==> config.mk <==
export PLATFORM = sky130hd
export DESIGN_NAME = direction_to_velocity_scaler
export DESIGN_NICKNAME = d
export VERILOG_FILES = /design/src/hw/rtl/dvs_pkg.sv /design/src/hw/rtl/dvs_prep.sv /design/src/hw/rtl/dvs_div_cell.sv /design/src/hw/rtl/dvs_mul.sv /design/src/hw/rtl/direction_to_velocity_scaler.sv
export SDC_FILE = /design/constraint.sdc
export NUM_CORES = 2
export LEC_CHECK = 0
export BUFFER_PORTS_ARGS = -buffer_cell sky130_fd_sc_hd__buf_2
export CAP_MARGIN = 20
export CELL_PAD_IN_SITES_DETAIL_PLACEMENT = 1
export CELL_PAD_IN_SITES_GLOBAL_PLACEMENT = 2
export CORE_MARGIN = 8
export CORE_UTILIZATION = 50
export CTS_CLUSTER_SIZE = 30
export DETAILED_ROUTE_END_ITERATION = 12
export GPL_ROUTABILITY_DRIVEN = 0
export PLACE_DENSITY_LB_ADDON = 0.1
export SYNTH_ARGS = -nofsm -noshare
export SYNTH_HDL_FRONTEND = slang
export SYNTH_SLANG_ARGS = --single-unit
==> constraint.sdc <==
create_clock -name clk -period 25.3 [get_ports clk]
set_input_delay 1.265 -clock clk [delete_from_list [all_inputs] [get_ports clk]]
set_output_delay 1.265 -clock clk [all_outputs]
set_load 0.005 [all_outputs]
==> src/hw/rtl/dvs_pkg.sv <==
// dvs_pkg: shared types and constants for the direction to velocity scaler
// used by every module under hw/rtl, no dependencies
`timescale 1ns / 1ps

package dvs_pkg;

    localparam int unsigned COMP_W   = 16;
    localparam int unsigned SPEED_W  = 7;
    localparam int unsigned LEN_W    = 16;
    localparam int unsigned FRAC_W   = 16;
    localparam int unsigned QUO_W    = SPEED_W + FRAC_W;
    localparam int unsigned PROD_W   = COMP_W + QUO_W + 1;
    localparam int unsigned MAX_LEN  = 40960;
    localparam int unsigned S_DATA_W = 40;
    localparam int unsigned M_DATA_W = 48;

    // one request travelling down the divider chain
    typedef struct packed {
        logic signed [COMP_W-1:0] dir_x;
        logic signed [COMP_W-1:0] dir_y;
        logic [LEN_W-1:0]         approx_length;
        logic [LEN_W-1:0]         divisor;
        logic [LEN_W-1:0]         rem;
        logic [QUO_W-1:0]         quo;
    } div_item_t;

    typedef struct packed {
        logic [LEN_W-1:0]         approx_length;
        logic signed [COMP_W-1:0] vel_y;
        logic signed [COMP_W-1:0] vel_x;
    } result_t;

endpackage

==> src/hw/rtl/dvs_prep.sv <==
// dvs_prep: absolute values, alpha-max-plus-beta-min length and divider set-up
// depends on dvs_pkg
`timescale 1ns / 1ps

module dvs_prep (
    input  logic                                clk,
    input  logic                                rst_n,
    input  logic                                in_valid,
    output logic                                in_ready,
    input  logic signed [dvs_pkg::COMP_W-1:0]   dir_x,
    input  logic signed [dvs_pkg::COMP_W-1:0]   dir_y,
    input  logic [dvs_pkg::SPEED_W-1:0]         speed,
    output logic                                out_valid,
    input  logic                                out_ready,
    output dvs_pkg::div_item_t                  out_data
);

    logic                     valid_reg;
    logic                     valid_next;
    dvs_pkg::div_item_t       data_reg;
    dvs_pkg::div_item_t       data_next;
    logic [dvs_pkg::COMP_W:0] sx;
    logic [dvs_pkg::COMP_W:0] sy;
    logic [dvs_pkg::COMP_W:0] ax;
    logic [dvs_pkg::COMP_W:0] ay;
    logic [dvs_pkg::COMP_W:0] mx;
    logic [dvs_pkg::COMP_W:0] mn;
    logic [dvs_pkg::COMP_W:0] len_sum;
    logic [dvs_pkg::LEN_W-1:0] len;

    assign in_ready = !valid_reg || out_ready;

    always_comb
    begin
        sx      = {dir_x[dvs_pkg::COMP_W-1], dir_x};
        sy      = {dir_y[dvs_pkg::COMP_W-1], dir_y};
        ax      = dir_x[dvs_pkg::COMP_W-1] ? (~sx + 1'b1) : sx;
        ay      = dir_y[dvs_pkg::COMP_W-1] ? (~sy + 1'b1) : sy;
        mx      = (ax > ay) ? ax : ay;
        mn      = (ax < ay) ? ax : ay;
        len_sum = mx + {2'b00, mn[dvs_pkg::COMP_W:2]};
        len     = len_sum[dvs_pkg::LEN_W-1:0];

        data_next.dir_x         = dir_x;
        data_next.dir_y         = dir_y;
        data_next.approx_length = len;
        data_next.divisor       = (len == '0) ? dvs_pkg::LEN_W'(1) : len;
        data_next.rem           = '0;
        data_next.quo           = {speed, {dvs_pkg::FRAC_W{1'b0}}};
        valid_next              = in_ready ? in_valid : valid_reg;
    end

    always_ff @(posedge clk or negedge rst_n)
    begin
        if (!rst_n)
        begin
            valid_reg <= 1'b0;
        end
        else
        begin
            valid_reg <= valid_next;
        end
    end

    always_ff @(posedge clk)
    begin
        if (in_ready && in_valid)
        begin
            data_reg <= data_next;
        end
    end

    assign out_valid = valid_reg;
    assign out_data  = data_reg;

endmodule

==> src/hw/rtl/dvs_div_cell.sv <==
// dvs_div_cell: one restoring division step, one quotient bit per cell
// depends on dvs_pkg
`timescale 1ns / 1ps

module dvs_div_cell (
    input  logic                clk,
    input  logic                rst_n,
    input  logic                in_valid,
    output logic                in_ready,
    input  dvs_pkg::div_item_t  in_data,
    output logic                out_valid,
    input  logic                out_ready,
    output dvs_pkg::div_item_t  out_data
);

    logic                      valid_reg;
    logic                      valid_next;
    dvs_pkg::div_item_t        data_reg;
    dvs_pkg::div_item_t        data_next;
    logic [dvs_pkg::LEN_W:0]   rem_sh;
    logic [dvs_pkg::LEN_W:0]   rem_sub;
    logic                      q_bit;

    assign in_ready = !valid_reg || out_ready;

    always_comb
    begin
        rem_sh  = {in_data.rem, in_data.quo[dvs_pkg::QUO_W-1]};
        q_bit   = (rem_sh >= {1'b0, in_data.divisor});
        rem_sub = rem_sh - {1'b0, in_data.divisor};

        data_next     = in_data;
        data_next.rem = q_bit ? rem_sub[dvs_pkg::LEN_W-1:0] : rem_sh[dvs_pkg::LEN_W-1:0];
        data_next.quo = {in_data.quo[dvs_pkg::QUO_W-2:0], q_bit};
        valid_next    = in_ready ? in_valid : valid_reg;
    end

    always_ff @(posedge clk or negedge rst_n)
    begin
        if (!rst_n)
        begin
            valid_reg <= 1'b0;
        end
        else
        begin
            valid_reg <= valid_next;
        end
    end

    always_ff @(posedge clk)
    begin
        if (in_ready && in_valid)
        begin
            data_reg <= data_next;
        end
    end

    assign out_valid = valid_reg;
    assign out_data  = data_reg;

`ifndef ASSERT_OFF
    a_rem_below_divisor : assert property (@(posedge clk) disable iff (!rst_n)
        valid_reg |-> (data_reg.rem < data_reg.divisor))
        else $error("remainder not below divisor");

    a_divisor_from_length : assert property (@(posedge clk) disable iff (!rst_n)
        valid_reg |-> ((data_reg.approx_length == '0) ? (data_reg.divisor == 1)
                                                     : (data_reg.divisor == data_reg.approx_length)))
        else $error("divisor does not follow length");

    a_length_range : assert property (@(posedge clk) disable iff (!rst_n)
        valid_reg |-> (data_reg.approx_length <= dvs_pkg::LEN_W'(dvs_pkg::MAX_LEN)))
        else $error("length out of range");

    a_stall_keeps_request : assert property (@(posedge clk) disable iff (!rst_n)
        (valid_reg && !out_ready) |=> (valid_reg && $stable(data_reg)))
        else $error("stalled request lost or changed");
`endif

endmodule

==> src/hw/rtl/dvs_mul.sv <==
// dvs_mul: scales both components by the quotient and holds the result
// depends on dvs_pkg
`timescale 1ns / 1ps

module dvs_mul (
    input  logic                clk,
    input  logic                rst_n,
    input  logic                in_valid,
    output logic                in_ready,
    input  dvs_pkg::div_item_t  in_data,
    output logic                out_valid,
    input  logic                out_ready,
    output dvs_pkg::result_t    out_data
);

    logic                              valid_reg;
    logic                              valid_next;
    logic signed [dvs_pkg::PROD_W-1:0] prod_x_reg;
    logic signed [dvs_pkg::PROD_W-1:0] prod_y_reg;
    logic signed [dvs_pkg::PROD_W-1:0] prod_x_next;
    logic signed [dvs_pkg::PROD_W-1:0] prod_y_next;
    logic [dvs_pkg::LEN_W-1:0]         len_reg;
    logic signed [dvs_pkg::QUO_W:0]    scale;

    assign in_ready = !valid_reg || out_ready;

    always_comb
    begin
        scale       = $signed({1'b0, in_data.quo});
        prod_x_next = in_data.dir_x * scale;
        prod_y_next = in_data.dir_y * scale;
        valid_next  = in_ready ? in_valid : valid_reg;
    end

    always_ff @(posedge clk or negedge rst_n)
    begin
        if (!rst_n)
        begin
            valid_reg <= 1'b0;
        end
        else
        begin
            valid_reg <= valid_next;
        end
    end

    always_ff @(posedge clk)
    begin
        if (in_ready && in_valid)
        begin
            prod_x_reg <= prod_x_next;
            prod_y_reg <= prod_y_next;
            len_reg    <= in_data.approx_length;
        end
    end

    // bits 31..16 of the wrapped product
    assign out_valid              = valid_reg;
    assign out_data.vel_x         = prod_x_reg[31:16];
    assign out_data.vel_y         = prod_y_reg[31:16];
    assign out_data.approx_length = len_reg;

endmodule

==> src/hw/rtl/direction_to_velocity_scaler.sv <==
// path: an accepted request passes the registered length stage, 23 division cells
// and the multiply stage before m_tvalid, and waits longer only while the output is stalled
// throughput: one request per cycle while the output is not stalled, every stage has its own valid bit
// reset: rst_n clears all valid bits, payload registers are not reset
// direction_to_velocity_scaler: top level, chains prep, division cells and multiply
// depends on dvs_pkg, dvs_prep, dvs_div_cell, dvs_mul
`timescale 1ns / 1ps

module direction_to_velocity_scaler (
    input  logic                          clk,
    input  logic                          rst_n,
    input  logic                          s_tvalid,
    output logic                          s_tready,
    input  logic [dvs_pkg::S_DATA_W-1:0]  s_tdata,  // dir_x, dir_y, speed, zero pad
    output logic                          m_tvalid,
    input  logic                          m_tready,
    output logic [dvs_pkg::M_DATA_W-1:0]  m_tdata   // vel_x, vel_y, approx_length
);

    logic               cell_valid [dvs_pkg::QUO_W+1];
    logic               cell_ready [dvs_pkg::QUO_W+1];
    dvs_pkg::div_item_t cell_data  [dvs_pkg::QUO_W+1];
    dvs_pkg::result_t   result;

    dvs_prep u_prep (
        .clk       (clk),
        .rst_n     (rst_n),
        .in_valid  (s_tvalid),
        .in_ready  (s_tready),
        .dir_x     (s_tdata[15:0]),
        .dir_y     (s_tdata[31:16]),
        .speed     (s_tdata[38:32]),
        .out_valid (cell_valid[0]),
        .out_ready (cell_ready[0]),
        .out_data  (cell_data[0])
    );

    for (genvar i = 0; i < dvs_pkg::QUO_W; i++)
    begin : g_cell
        dvs_div_cell u_cell (
            .clk       (clk),
            .rst_n     (rst_n),
            .in_valid  (cell_valid[i]),
            .in_ready  (cell_ready[i]),
            .in_data   (cell_data[i]),
            .out_valid (cell_valid[i+1]),
            .out_ready (cell_ready[i+1]),
            .out_data  (cell_data[i+1])
        );
    end

    dvs_mul u_mul (
        .clk       (clk),
        .rst_n     (rst_n),
        .in_valid  (cell_valid[dvs_pkg::QUO_W]),
        .in_ready  (cell_ready[dvs_pkg::QUO_W]),
        .in_data   (cell_data[dvs_pkg::QUO_W]),
        .out_valid (m_tvalid),
        .out_ready (m_tready),
        .out_data  (result)
    );

    assign m_tdata = result;

endmodule
Yosys cells after proc, flatten, opt, wreduce, memory -nomap -nowiden. Index checks and enable logic that the tools add are counted.

Logic and storage cells: 341. Bits of input ports: 44. Register bits: 2281.

Add/subtract/negate cells: 25. $lt $le $gt $ge: 25. Reduce and logical (&&, ||, !) cells: 76. Multipliers: 2. Mux-type cells: 26. Bitwise gates (word level): 2.

Operators with widths (count): 17-bit by 16-bit >= comparator with 1-bit output (22); 16-bit 2-to-1 mux (22); 16-bit subtractor (21); 16-bit by 24-bit multiplier with 32-bit output (2); 17-bit 2-to-1 mux (3); 17-bit by 1-bit adder with 17-bit output, second input constant (2); 17-bit inverter (2); 1-bit logical AND (25); 1-bit zero test (25); 1-bit logical OR (25); 17-bit > comparator (1); 17-bit less-than comparator (1); 16-bit by 15-bit adder with 16-bit output (1); 1-bit by 16-bit >= comparator with 1-bit output (1); 16-bit zero test (1); 1-bit by 16-bit subtractor with 16-bit output (1); 1-bit 2-to-1 mux (1).

Logic depth before layout (Yosys ltp).
Depth in word-level cells: 27. Gate-level depth with buffers: 30. Mapped depth without buffers: 28.

Hierarchy. Synthesis repeated with hierarchy kept, for this count alone.

Cell total of the unflattened synthesis: 8621. Area total of the unflattened synthesis: 123945.1 um2.

By module, submodules not included: dvs_div_cell (g_cell[0].u_cell ...) (area an instance 4207.8 um2, sequential area each 3118.0 um2, cells each 248, instances 22); dvs_mul (area an instance 22591.7 um2, sequential area each 1466.4 um2, cells each 2488, instances 1); dvs_prep (area an instance 4636.9 um2, sequential area each 2157.1 um2, cells each 414, instances 1); dvs_div_cell (g_cell[1].u_cell) (area an instance 4145.2 um2, sequential area each 3118.0 um2, cells each 263, instances 1).

Worst setup path after synthesis. No wires, ideal clock.

Path type: input to register. Start point: input port m_tready. End point: register g_cell[13].u_cell.data_reg, in the netlist g_cell[13].u_cell.out_data[0] (enable). Library setup time: 0.691 ns. Arrival: 8.835 ns. Path buffers: 0. Path slack: 15.774 ns. Stages: 6. Cell sequence: nand4b_1 > inv_1 > and3_1 > and2_1 > and3_1 > a21boi_0.

Cells in the longest elaborated chain, start to end: 12.

Ends and longest elaborated chain: from (decl) (RTL line direction_to_velocity_scaler.sv:16) `input logic m_tready,`; 1-bit logical OR (RTL line dvs_mul.sv:25) `assign in_ready = !valid_reg || out_ready;`; 1-bit logical OR (10 in series) (RTL line dvs_div_cell.sv:24) `assign in_ready = !valid_reg || out_ready;`; 1-bit logical AND (RTL line dvs_div_cell.sv:52) `if (in_ready && in_valid)`; to (signal assigned) (RTL line dvs_div_cell.sv:54) `data_reg <= data_next;`; to (decl) (RTL line dvs_div_cell.sv:18) `dvs_pkg::div_item_t data_reg;`.

Every way passes these cells. A chain may end at the register's enable or synchronous reset.

==> flow_summary.yaml <==
die:
  dieArea_mm2: 0.2384
  start_util_pct: 50.25
  design.core.area_mm2: 0.2219
  rows: 173
  die_x_um: 488.2
  die_h_um: 488.2
  ios: 94
clock_tree:
  htree_num_levels: 4
  cts_setup_buffers: 0
  ctsHoldBuffers: 0
  clock-root-buffer: "clkbuf_16"
  clk_latency_ns: 0.87
  cts_made_buffers: 227
  clkSinkCount: 2249
  cts_tree: "built"
  clk_pin_slew_ns: 0.06
  cts.path.max_buffers: 3
  cts_resized: 0
cells_and_area:
  drive_gt1_share_pct: 9.865
  largest_register_ffs: 2105
  fill_cells: 21550
  post-route-util_pct: 55.75
  design_area_mm2: 0.1237
  syn2layout_area_growth_pct: 10.94
  nets: 9482
logic_synthesis:
  ys.flop_type: "edfxtp_1"
  ys_types: 81
  ys_ff_latch: 2249
  yosys.area.top_type_share_pct: 59.90
  synthCells: 8053
  seq_area_frac_synth_pct: 60.46
  synth_edf_count: 2224
  yosys.area.top_type: "edfxtp_1"
  yosysWarnings: 0
  synthArstFlopShare_pct: 1.112
  synth_area_per_cell_um2: 13.85
  synth_area_leaders: "edfxtp_1 60%, fa_1 10%, ha_1 6.5%"
  synth_area_mm2: 0.1115
grt:
  grt_max_degree: 69
  grt_pass1_wl_um: 376200
  grtUsageTotal_pct: 20.16
  grt_overflow: 0
  grt_pass1_vias: 66620
  antenna_found_initial: 2
placed_design:
  port-buffer-count: 92
  dp_hpwl_um: 173500
  placed_area_mm2: 0.1160
worst_setup_path:
  required_ns: 25.91
  path_max_fanout: 20
  critPathMaxStageDelay_ns: 0.55
  cp.arrival_ns: 8.55
  worst-path-buf-inv: 3
  cpMaxStageDelayCell: "or4_1"
  crit_top_cell: "or4_1"
  crit_type: "primary input to flop"
  startpoint_type: "primary input"
  critPathTopFamily: "simple AND/OR/NAND/NOR gates"
  worst_setup_path_end_kind: "flop"
sta:
  relSlewSlack_pct: 27.55
  tightest_slew_ns: 1.087
  setup_viol: 0
  post-route-period-util_pct: 31.40
  rsz0062_at_grt: "false"
  fmaxAchievable_mhz: 125.9
  setup_tns_ns: 0
  finalHoldViolCount: 0
  slew_viol_final: 0
  skew_ns: 0.08902
  min_period_ns: 7.943
detailed_routing:
  ant_nets: 0
  dr_total_vias: 60350
  detail_route.wl_per_cell_um: 20.86
  firstDrtPassIters: 5
  top_layer: "met4"
  wirelength_um: 239300
  drt-met1-wl_um: 98120
  wl_met3_um: 6445
  wl_met2_um: 128300
  drc: 0
  viasPerCell: 5.261
  first_iter_violations: 2855
worst_hold_path:
  hold_class: "flop to flop"
outcome:
  status: "complete, no violations"
job:
  drv_cap: 0
[metal layers]
metal,global-route usage (%),vias to the layer above
li1,-,28450
met1,24.38,30710
met2,37.97,822
met3,2.478,374
met4,5.489,0
met5,0,-
[cell usage after synthesis (all sizes together) (46+ instances only)]
library cell / n
clkbuf: 180
nand2: 619
xor2: 102
mux2i: 55
xnor2: 226
a21oi: 256
nand3: 67
nor3: 100
nor2b: 75
and2: 277
inv: 1226
ha: 575
nand4: 81
nand2b: 67
a21o: 101
o21a: 46
o21ai: 205
edfxtp: 2224
nor2: 300
mux2: 198
fa: 568
[stage by stage]
stage / hold WS, ns / cells / worst slack (ns)
CTS: 0.3768 / 11470 / 17.37
detailed placement: 0.4052 / 11040 / 16.48
floorplan: 0.4003 / 8054 / 15.77
global route: 0.3822 / 11470 / 17.00
finish: 0.3829 / 11470 / 17.36
global placement: 0.4006 / 11040 / 16.51
[path summary, 6_finish.rpt]
path	from	end	slack, ns	cells past startpoint
max	s_tdata[5]	u_prep.out_data[39]$_SDFFCE_PN1P_	17.36	27
min	g_cell[9].u_cell.out_data[0]$_DFFE_PP_	g_cell[10].u_cell.out_data[1]$_DFFE_PP_	0.38	0
max reg2reg	g_cell[22].u_cell.out_data[12]$_DFFE_PP_	u_mul.prod_y_reg[30]$_DFFE_PP_	17.59	22
min reg2reg	g_cell[9].u_cell.out_data[0]$_DFFE_PP_	g_cell[10].u_cell.out_data[1]$_DFFE_PP_	0.38	0
max in group asynchronous	rst_n	g_cell[13].u_cell.out_valid$_DFFE_PN0P_	24.31	1
min in group asynchronous	rst_n	u_prep.out_valid$_DFFE_PN0N_	0.50	1
[area by class of cell]
cell class	count	area, um2	area share [%]
Clock inverter	159	1861	1.504
Antenna cell	1	2.502	0.002023
Tap cell	2975	3722	3.009
Inverter	1226	4602	3.720
Sequential cell	2249	67410	54.49
Clock buffer	270	5842	4.723
Multi-Input combinational cell	4395	39000	31.53
Timing Repair Buffer	196	1264	1.022
[logic make-up (layout without fill, tap and decap cells)]
group,Yosys count,after routing,synth area share (%)
simple gates,1733,1733,7.579
flops,2249,2249,60.46
mux,253,253,2.497
xor+xnor,328,328,2.576
fa+ha+maj,1143,1143,16.65
compound gates,935,935,5.483
buf+inv,1410,1851,4.750
other cells,2,4,0.006735
[layout by cell type, fill, tap and decap left out, types with 92 or more instances in the layout]
cell type  Yosys  layout
and2_1       277     266
ha_1         575     575
nor2_1       300     300
mux2_2       195     195
a21oi_1      256     254
edfxtp_1    2224    2224
nand2_1      619     619
xor2_1       102     102
buf_2          3      92
inv_1       1225    1225
fa_1         568     568
nor3_1       100     100
o21ai_0      199     199
clkbuf_16      0     227
xnor2_1      226     226
a21o_1       101     101
buf_4          0      99
Power is not shown: default switching activity piles up to over one toggle a cycle in this logic, so the estimate is an artifact.
